## src/sv/rfou_pkg.sv

```systemverilog
`default_nettype none
package rfou_pkg;
  typedef enum logic [1:0] {
    OP_ADD = 2'd0,
    OP_SUB = 2'd1,
    OP_MUL = 2'd2,
    OP_DIV = 2'd3
  } op_t;

  typedef enum logic [3:0] {
    ST_IDLE,
    ST_MUL,
    ST_COMB,
    ST_GCD_START,
    ST_GCD_RUN,
    ST_RED1_START,
    ST_RED1_RUN,
    ST_RED2_START,
    ST_RED2_RUN,
    ST_QR_START,
    ST_QR_RUN,
    ST_OUT
  } state_t;

  typedef enum logic [1:0] {
    DIVSEL_GCD,
    DIVSEL_RED_MAG,
    DIVSEL_RED_DEN,
    DIVSEL_QR
  } divsel_t;

  typedef struct packed {
    logic    load;
    logic    mul;
    logic    comb;
    logic    div_start;
    divsel_t div_sel;
    logic    gcd_step;
    logic    red_mag;
    logic    red_den;
    logic    qr_take;
    logic    out_valid;
  } cmd_t;

  typedef struct packed {
    logic inf;
    logic div_done;
    logic gcd_zero;
    logic out_taken;
  } sts_t;

  localparam int unsigned WIDE = 64;
endpackage
`default_nettype wire

```

## src/sv/rfou_ctrl.sv

```systemverilog
`default_nettype none
module rfou_ctrl
  import rfou_pkg::*;
(
  input  wire logic clk,
  input  wire logic rst_n,
  input  wire logic in_fire,
  input  wire sts_t sts,
  output cmd_t      cmd,
  output logic      busy
);
  state_t state_r, state_nxt;

  always_ff @(posedge clk) begin
    if (!rst_n) begin
      state_r <= ST_IDLE;
    end else begin
      state_r <= state_nxt;
    end
  end

  always_comb begin
    state_nxt = state_r;
    unique case (state_r)
      ST_IDLE:       if (in_fire) state_nxt = ST_MUL;
      ST_MUL:        state_nxt = sts.inf ? ST_OUT : ST_COMB;
      ST_COMB:       state_nxt = ST_GCD_START;
      ST_GCD_START:  state_nxt = sts.gcd_zero ? ST_RED1_START : ST_GCD_RUN;
      ST_GCD_RUN:    if (sts.div_done) state_nxt = ST_GCD_START;
      ST_RED1_START: state_nxt = ST_RED1_RUN;
      ST_RED1_RUN:   if (sts.div_done) state_nxt = ST_RED2_START;
      ST_RED2_START: state_nxt = ST_RED2_RUN;
      ST_RED2_RUN:   if (sts.div_done) state_nxt = ST_QR_START;
      ST_QR_START:   state_nxt = ST_QR_RUN;
      ST_QR_RUN:     if (sts.div_done) state_nxt = ST_OUT;
      ST_OUT:        if (sts.out_taken) state_nxt = ST_IDLE;
      default:       state_nxt = ST_IDLE;
    endcase
  end

  always_comb begin
    cmd = '0;
    cmd.div_sel = DIVSEL_GCD;
    busy = (state_r != ST_IDLE);
    cmd.load = (state_r == ST_IDLE) && in_fire;
    unique case (state_r)
      ST_MUL:  cmd.mul = 1'b1;
      ST_COMB: cmd.comb = 1'b1;
      ST_GCD_START: begin
        cmd.div_start = !sts.gcd_zero;
        cmd.div_sel   = DIVSEL_GCD;
      end
      ST_GCD_RUN: begin
        cmd.div_sel  = DIVSEL_GCD;
        cmd.gcd_step = sts.div_done;
      end
      ST_RED1_START: begin
        cmd.div_start = 1'b1;
        cmd.div_sel   = DIVSEL_RED_MAG;
      end
      ST_RED1_RUN: begin
        cmd.div_sel = DIVSEL_RED_MAG;
        cmd.red_mag = sts.div_done;
      end
      ST_RED2_START: begin
        cmd.div_start = 1'b1;
        cmd.div_sel   = DIVSEL_RED_DEN;
      end
      ST_RED2_RUN: begin
        cmd.div_sel = DIVSEL_RED_DEN;
        cmd.red_den = sts.div_done;
      end
      ST_QR_START: begin
        cmd.div_start = 1'b1;
        cmd.div_sel   = DIVSEL_QR;
      end
      ST_QR_RUN: begin
        cmd.div_sel = DIVSEL_QR;
        cmd.qr_take = sts.div_done;
      end
      ST_OUT:  cmd.out_valid = 1'b1;
      default: cmd.out_valid = 1'b0;
    endcase
  end
endmodule
`default_nettype wire

```

## config.mk

```make
export PLATFORM = sky130hd
export DESIGN_NAME = rfou_ctrl
export DESIGN_NICKNAME = d
export VERILOG_FILES = /design/src/sv/rfou_pkg.sv /design/src/sv/rfou_ctrl.sv
export SDC_FILE = /design/constraint.sdc
export NUM_CORES = 1
export LEC_CHECK = 0
export BUFFER_PORTS_ARGS = -buffer_cell sky130_fd_sc_hd__clkbuf_2
export CAP_MARGIN = 10
export CORE_AREA = 4 4 41 43
export CTS_CLUSTER_SIZE = 24
export DETAILED_ROUTE_END_ITERATION = 16
export DIE_AREA = 0 0 45 47
export GPL_TIMING_DRIVEN = 0
export PLACE_DENSITY_LB_ADDON = 0.3
export SLEW_MARGIN = 20
export SYNTH_ARGS = -nofsm -noshare
export SYNTH_HDL_FRONTEND = slang
export SYNTH_SLANG_ARGS = --single-unit
```

## constraint.sdc

```tcl
create_clock -name clk -period 1.2 [get_ports clk]
set_input_delay 0.24 -clock clk [delete_from_list [all_inputs] [get_ports clk]]
set_output_delay 0.24 -clock clk [all_outputs]
set_load 0.01 [all_outputs]
```

# After elaboration in Yosys (flattened, before gate mapping)
# Cells that the tools add are included.
# Widths: inputs -> output; s select.
[totals]
in_bits = 7
output_inout_bits = 12
regBits = 4
ram_bits = 0
latchBits = 0
word_cells = 45
mem_bits_ro = 0
n_memories = 0
[op_classes]
n_div = 0
bitwise = 0
mul = 0
n_mux = 18
add_sub_neg = 0
n_reduce_logical = 9
order_cmp = 0
shift = 0
eq_ne = 17
[op_table]
columns = ["op", "count"]
rows = [
  ["$pmux 4 s12", 1],
  ["$mux 4", 7],
  ["$eq 4x3->1 const B", 4],
  ["$eq 4x4->1 const B", 4],
  ["$ne 2x2->1 const B", 6],
  ["$eq 4x2->1 const B", 2],
  ["$mux 1", 8],
  ["$pmux 2 s3", 1],
  ["$reduce_and 6->1", 1],
  ["$reduce_or 2->1", 3],
  ["$eq 4x1->1 const B", 1],
  ["$logic_not 4->1", 1],
  ["$reduce_bool 4->1", 1],
  ["$reduce_or 3->1", 1],
  ["$pmux 1 s2", 1],
  ["$logic_and 1x1->1", 1],
  ["$logic_not 1->1", 1],
]

# Logic depth before layout (Yosys ltp)
# Gate-level depths: netlist of the first run.
[logic_depth]
ltp_word = 3
ltp_mapped = 6
ltp_nobuf = 4

# Least setup slack after synthesis of the first run
# Ideal clock, no wire load.
[synth_path]
kind = "register to output"
startpoint = "register state_r[0]"
endpoint = "output cmd[1] (netlist bit)"
arrival_ns = 1.020
n_path_buf = 1
required_time_ns = 0.960
path_stages_with_launch = 5
slack_ns = -0.060
cell_sequence = "dfxtp_1 -> buf_6 -> nand2b_1 -> or2_2 -> nor2_1"
[synth_lines]
columns = ["element", "line_no", "rtl"]
rows = [
  ["from (decl)", "rfou_ctrl.sv:12", "state_t state_r, state_nxt;"],
  ["from (signal assigned)", "rfou_ctrl.sv:18", "state_r <= state_nxt;"],
  ["to (decl)", "rfou_ctrl.sv:9", "output cmd_t cmd,"],
]

==> flow_summary.yaml, run 1 <==
finish:
  syn_to_final_growth_pct: 106.8
  top_regs: "state_r x4"
  largest_register: "state_r"
  n_antenna_cell: 0
  largest_register_ff_count: 4
  layout_commonest_cell: "buf_6"
  finalNetCount: 103
  layout_common_cells: "14 x buf_6, 10 x buf_4, 8 x buf_2"
  drive_gt1_share_pct: 73.40
routing:
  wire_per_inst_um: 14.83
  wirelength_um: 1616
  dr.pass1.iters: 1
  drt_iter0_markers: 0
  drtAntennaViolNets: 0
  vias: 568
  via_per_inst: 5.211
  remaining_drc_errors: 0
critical_path:
  worstSetupEndpointType: "primary output"
  rr_worst_depth: 6
  arrival_ns: 1.26
  cp-startpoint: "state_r[1]"
  reg2reg_slack_ns: -0.15
  required_ns: 0.96
  critPathMaxFanout: 8
  cp-start-kind: "register"
  timing.rr.end: "state_r[1]"
  r2r_start: "state_r[1]"
  critPathKind: "register to primary output"
global_route:
  grt_pass1_wl_um: 2373
  grt_max_degree: 9
  groute.usage.overall_pct: 15.56
  antenna_found_initial: 0
  overflow: 0
  grt_pass1_vias: 554
floorplan:
  fp.dieH_um: 47
  die_w_um: 45
  start_util_pct: 32.69
  core_area_mm2: 0.001301
  ioPinCount: 19
  dieArea_mm2: 0.002115
  rows: 13
worst_hold_path:
  worstHoldPathCells: 2
  hold_end: "state_r[3]"
  min_from: "rst_n"
  worstHoldPathType: "input pin to register"
cts:
  cts_buffer_depth: 2
  clk-insertion-delay-late_ns: 0.24
  path_clk_slew_ns: 0.04
  cts_sinks: 4
  htree_levels: 1
  cts_buffers: 3
  cts_root_buf: "clkbuf_4"
  cts_hold_buf: 0
  cts_tree: "built"
power:
  peakVddDrop_mv: 1.141
  p_per_area_mw_per_mm2: 2209
  leakage_nw: 0.3934
  power_mw: 1.943
placed_design:
  dp_hpwl_um: 845.8
  portBuffers: 18
  place.gp.congestion: 0.7713
yosys:
  netlist_area_um2: 425.4
  yosys_warnings: 0
  ys_types: 29
  synth.area.top_cells: "dfxtp_1 19%, buf_6 11%, nor2_1 7.9%"
  ys_seq_area_share_pct: 18.82
  synth_fp_nets: 63
  synth_seq_cells: 4
  synth_edf_count: 0
  yosysTopAreaCellShare_pct: 18.82
  synth_ff_type: "dfxtp_1"
  postSynthCellCount: 56
  avgSynthCellArea_um2: 7.597
  yosys.area.top_type: "dfxtp_1"
  async_reset_ff_share_pct: 0
job:
  drv_cap: 0
sta:
  setup_viol: 15
  finalHoldViolCount: 0
  slew_headroom_pct: 83.68
  max_freq_mhz: 665.6
  fin_tns_setup_ns: -2.664
  fin_ws_ns: -0.3023
  rsz0062_at_grt: "yes"
  fin_hold_ws_ns: 0.2620
  finClkSkew_ns: 0.002018
  fin_crit_ns: 1.502
  worstMarginPinSlew_ns: 0.2448
  period_share_pct: 125.2
  slew_violations: 0
outcome:
  status: "finished, violations left"
  violations: "negative setup slack"
[routing by layer]
layer / vias up / track usage [%] / routed length (um)
met5: - / 0 / 0
met4: 0 / 6.433 / 54
met3: 6 / 6.130 / 102
met2: 21 / 29.10 / 888
met1: 266 / 15.23 / 570
li1: 275 / - / -
[what timing repair did]
item,4_1_cts,5_1_grt
pin swaps,11,12
buffers inserted,16,5
endpoints found under the setup margin,15,16
resized for setup,23,28
[worst max-delay path: stages, from the launching register on]
cell and delay (ns):
dfxtp_4 0.38, buf_12 0.14, nor2_4 0.12, nand2_2 0.08
nor2_1 0.15, buf_2 0.15
[cell families after synthesis]
group,count (synthesis),share of synthesized area [%]
xor+xnor,1,2.059
flops,4,18.82
mux,2,5.000
compound gates,14,23.83
simple gates,28,36.76
buf+inv,7,13.53
[through the flow]
step	setup slack, ns	util (%)	instances	area, um2
2_1_floorplan	-0.01228	-	56	442.9
4_1_cts	-0.3064	61.15	107	795.8
3_5_place_dp	-0.2127	42.40	89	551.8
5_1_grt	-0.3490	67.60	109	879.6
6_report	-0.3023	67.60	109	879.6
3_3_place_gp	-0.2006	42.40	89	551.8
[worst max-delay path by stage]
stage                         to  cells past startpoint
after CTS                 cmd[3]                      5
after detailed placement  cmd[5]                      4
after global routing      cmd[4]                      5
after global placement    cmd[5]                      4
final                     cmd[4]                      5
after floorplan           cmd[6]                      3
[report_power, final]
| part | internal [mW] | switching, mW | leakage, nW |
|---|---|---|---|
| sequential | 0.198 | 0.0847 | 0.0350 |
| clock | 0.112 | 0.0553 | 0.0138 |
| combinational | 0.834 | 0.660 | 0.345 |
[synthesized netlist by cell type (all sizes together) (2+ instances only)]
master,count
nor2,9
dfxtp,4
o21ai,2
o32ai,2
a21oi,4
o22ai,2
buf,5
inv,2
nand2,5
nand2b,4
nor3,3
[layout make-up]
cell class              count  area, um2
plain buffers               2      22.52
clock buffers               3      22.52
fillers                   109      421.7
inverters                   2      7.507
multi-input cells          45      397.9
flip-flops and latches      4      90.09
well taps                  15      18.77
repair buffers             38      320.3
(Power assumes the default switching activity.)
==> run 2, diff against run 1 <==
==> constraint.sdc (replaced) <==
create_clock -name clk -period 1.2 [get_ports clk]
set_input_delay 0.18 -clock clk [delete_from_list [all_inputs] [get_ports clk]]
set_output_delay 0.18 -clock clk [all_outputs]
set_load 0.01 [all_outputs]
==> flow_summary.yaml, run 2 (synthesis results as in run 1) <==
floorplan:
  dieArea_mm2: 0.002115
  core_area_mm2: 0.001301
  ioPinCount: 19
  rows: 13
  fp.dieH_um: 47
  die_w_um: 45
  start_util_pct: 32.69
cts:
  path_clk_slew_ns: 0.04
  cts_root_buf: "clkbuf_4"
  cts_buffers: 3
  cts_sinks: 4
  htree_levels: 1
  cts_buffer_depth: 2
  clk-insertion-delay-late_ns: 0.25
  cts_tree: "built"
sta:
  fin_hold_ws_ns: 0.1961
  fin_ws_ns: -0.2064
  period_share_pct: 117.2
  fin_tns_setup_ns: -1.673
  finClkSkew_ns: 0.006305
  slew_headroom_pct: 80.85
  max_freq_mhz: 711.1
  slew_violations: 0
  rsz0062_at_grt: "yes"
  setup_viol: 15
  fin_crit_ns: 1.406
  worstMarginPinSlew_ns: 0.2872
  finalHoldViolCount: 0
routing:
  vias: 539
  dr.pass1.iters: 4
  via_per_inst: 5.183
  drt_iter0_markers: 4
  remaining_drc_errors: 0
  drtAntennaViolNets: 0
  wire_per_inst_um: 13.83
  wirelength_um: 1438
critical_path:
  critPathMaxFanout: 5
  critPathMaxStageDelay_ns: 0.33
  cpMaxStageDelayCell: "dfxtp_2"
  arrival_ns: 1.23
  r2r_start: "state_r[0]"
  path_cells: "buf_6 -> nand2b_4 -> or2_4 -> nor2_1 -> buf_2"
  cp-start-kind: "register"
  path_delay_family: "simple AND/OR/NAND/NOR gates"
  worstSetupEndpointType: "primary output"
  cp-startpoint: "state_r[1]"
  required_ns: 1.02
  cp_num_buf_inv: 2
  critPathKind: "register to primary output"
global_route:
  antenna_found_initial: 0
  grt_pass1_vias: 552
  groute.usage.overall_pct: 14.69
  overflow: 0
  grt_max_degree: 11
  grt_pass1_wl_um: 2180
outcome:
  violations: "negative setup slack"
  status: "finished, violations left"
power:
  leakage_nw: 0.3584
  peakVddDrop_mv: 0.8449
  power_mw: 1.649
  p_per_area_mw_per_mm2: 2168
finish:
  fillers: 120
  largest_register: "state_r"
  finalNetCount: 98
  final_cell_count_no_fill: 104
  largest_register_ff_count: 4
  top_regs: "state_r x4"
  syn_to_final_growth_pct: 78.82
  layout_common_cells: "9 x buf_2, 9 x clkbuf_2, 8 x buf_6"
  drive_gt1_share_pct: 66.29
  n_antenna_cell: 0
worst_hold_path:
  worstHoldPathType: "input pin to register"
  min_from: "rst_n"
placed_design:
  portBuffers: 18
  place.gp.congestion: 0.7828
  placed_cells: 89
  dp_hpwl_um: 821.6
job:
  drv_cap: 0
## run 2: cell types whose count changed in the layout (fill, tap and decap cells not counted), sizes merged
cell    delta
clkbuf     +3
buf        -8
## run 2: per-stage QoR
step	utilization (%)	worst slack, ns	area [um2]
after floorplan	-	-0.00002753	425.4
after global placement	41.06	-0.08224	534.3
after detailed placement	41.06	-0.07639	534.3
after CTS	51.92	-0.2239	675.6
after global routing	58.46	-0.2502	760.7
final	58.46	-0.2064	760.7
## run 2: repair_timing
item | in CTS | in global routing
endpoints found under the hold margin | 0 | 0
hold buffers | 0 | 0
gates resized for setup | 14 | 29
cloned | 0 | 1
setup buffers | 9 | 5
endpoints found under the setup margin | 14 | 16
pin swaps | 10 | 14
## run 2: final timing paths
| path | to | slack (ns) | cells after the start |
|---|---|---|---|
| worst max register to register | state_r[1] | -0.07 | 6 |
| worst max-delay path | cmd[3] | -0.21 | 5 |
| worst min-delay path | state_r[3] | 0.20 | 2 |
| worst min register to register | state_r[1] | 0.65 | 3 |
## run 2: where the power goes
group | switching (mW) | internal [mW]
Clock | 0.0679 | 0.113
Combinational | 0.564 | 0.638
Sequential | 0.0674 | 0.199
Total | 0.699 | 0.949
## run 2: area by class of cell
type | count | area, um2 | area share [%]
plain buffers | 2 | 26.28 | 3.454
multi-input cells | 45 | 351.6 | 46.22
flip-flops and latches | 4 | 92.59 | 12.17
inverters | 2 | 7.507 | 0.9868
repair buffers | 33 | 241.5 | 31.74
well taps | 15 | 18.77 | 2.467
clock buffers | 3 | 22.52 | 2.961
## run 2: metal layers
layer	share of wire (%)	up-vias	GRT usage, %
met3	4.7	5	5.747
met1	39	250	13.64
met4	1.6	0	9.357
met5	0	-	0
li1	-	266	-
met2	55	18	26.84
==> run 3, diff against run 2 <==
- CELL_PAD_IN_SITES_DETAIL_PLACEMENT: not set -> 2
- CELL_PAD_IN_SITES_GLOBAL_PLACEMENT: not set -> 2
- CORE_AREA: 4 4 41 43 -> not set
- CORE_MARGIN: not set -> 4
- CORE_UTILIZATION: not set -> 25
- DIE_AREA: 0 0 45 47 -> not set
- clock period: 1.2 -> 1.7 ns (I/O delays scaled with it)
==> flow_summary.yaml, run 3 (synthesis results as in run 1) <==
global_route:
  grt_max_degree: 11
  overflow: 0
  groute.usage.overall_pct: 13.70
  antenna_found_initial: 0
  grt_pass1_vias: 493
  grt_pass1_wl_um: 2484
routing:
  dr.pass1.iters: 2
  wirelength_um: 1422
  remaining_drc_errors: 0
  drtAntennaViolNets: 0
  drt_iter0_markers: 3
  via_per_inst: 5.183
  wire_per_inst_um: 15.29
  vias: 482
floorplan:
  rows: 14
  dieArea_mm2: 0.002426
  die_w_um: 49.25
  core_area_mm2: 0.001559
  fp.dieH_um: 49.25
  start_util_pct: 27.29
  ioPinCount: 19
critical_path:
  critPathMaxFanout: 10
  cp_num_buf_inv: 2
  required_ns: 1.44
  path_delay_family: "simple AND/OR/NAND/NOR gates"
  cp-start-kind: "register"
  critPathMaxStageDelay_ns: 0.30
  arrival_ns: 1.34
  rr_worst_depth: 5
  worstSetupEndpointType: "primary output"
  critPathKind: "register to primary output"
  cpMaxStageDelayCell: "dfxtp_1"
  cp.depth: 5
  path_cells: "buf_6 -> nand2b_4 -> or2_2 -> nor2_1 -> clkbuf_2"
finish:
  finalNetCount: 86
  drive_gt1_share_pct: 44.16
  layout_common_cells: "18 x clkbuf_2, 9 x nor2_1"
  largest_register: "state_r"
  layout_commonest_cell: "clkbuf_2"
  syn_to_final_growth_pct: 34.12
  top_regs: "state_r x4"
  largest_register_ff_count: 4
  n_antenna_cell: 0
  utilization_pct: 36.60
sta:
  finalHoldViolCount: 0
  fin_tns_setup_ns: 0
  fin_crit_ns: 1.595
  fin_ws_ns: 0.1052
  setup_viol: 0
  worstMarginPinSlew_ns: 0.2686
  period_share_pct: 93.81
  finClkSkew_ns: 0.002750
  slew_headroom_pct: 82.09
  max_freq_mhz: 627.1
  slew_violations: 0
  rsz0062_at_grt: "no"
cts:
  clk-insertion-delay-late_ns: 0.24
  postCtsSetupBuffers: 0
  htree_levels: 1
  path_clk_slew_ns: 0.04
  cts_resized: 0
  cts_buffers: 3
  cts_tree: "built"
  cts_sinks: 4
  cts_buffer_depth: 2
  cts_root_buf: "clkbuf_4"
  cts_hold_buf: 0
power:
  p_seq_share_pct: 15.6
  power_mw: 0.9162
  comb_power_share_pct: 71.5
  peakVddDrop_mv: 0.4014
  leakage_nw: 0.2665
  netSwitchingPower_mw: 0.4167
  p_int_mw: 0.4996
  p_per_area_mw_per_mm2: 1606
  swShare_pct: 45.48
  p_clk_share_pct: 12.9
worst_hold_path:
  worstHoldPathType: "input pin to register"
  worstHoldPathCells: 2
placed_design:
  portBuffers: 18
  dp_slack_ns: 0.2664
  dp_hpwl_um: 1063
  place.gp.congestion: 0.7168
job:
  drv_cap: 0
outcome:
  status: "finished, final reports clean"
==> run 3: cell count changes in the layout (fill, tap and decap cells not counted), sizes merged <==
cell	delta
buf	-22
clkbuf	+10
==> run 3: area by class of cell <==
cell class                      count  area [um2]
Buffer                              5       52.55
Clock buffer                        3       22.52
Fill cell                         196       988.4
Inverter                            2       7.507
Multi-Input combinational cell     45       297.8
Sequential cell                     4       80.08
Tap cell                           16       20.02
Timing Repair Buffer               18       90.09
==> run 3: stage by stage <==
step                      hold WS [ns]  instance area (um2)  std cells
after global placement          0.5472                535.5         90
after global routing            0.3279                570.5         93
final                           0.3114                570.5         93
after CTS                       0.2960                558.0         93
after floorplan                 0.3829                425.4         56
after detailed placement        0.5490                535.5         90
==> run 3: metal layers <==
metal	wire length, um	vias up	GRT usage, %
met5	0	-	0
li1	-	245	-
met3	25	4	3.670
met1	668	223	17.85
met2	702	10	20.31
met4	25	0	7.109
==> run 3: final timing paths <==
kind | start | end | slack (ns)
worst max-delay path | state_r[0] | cmd[3] | 0.11
worst min-delay path | rst_n | state_r[3] | 0.31
worst max register to register | state_r[1] | state_r[0] | 0.36
worst min register to register | state_r[1] | state_r[1] | 0.61
==> run 3: power groups by stage <==
stage	clock network, mW	logic [mW]	registers, mW
floorplan	0	0.461	0.141
global placement	0	0.627	0.142
detailed placement	0	0.637	0.145
CTS	0.124	0.642	0.144
global route	0.127	0.724	0.147
finish	0.118	0.655	0.143
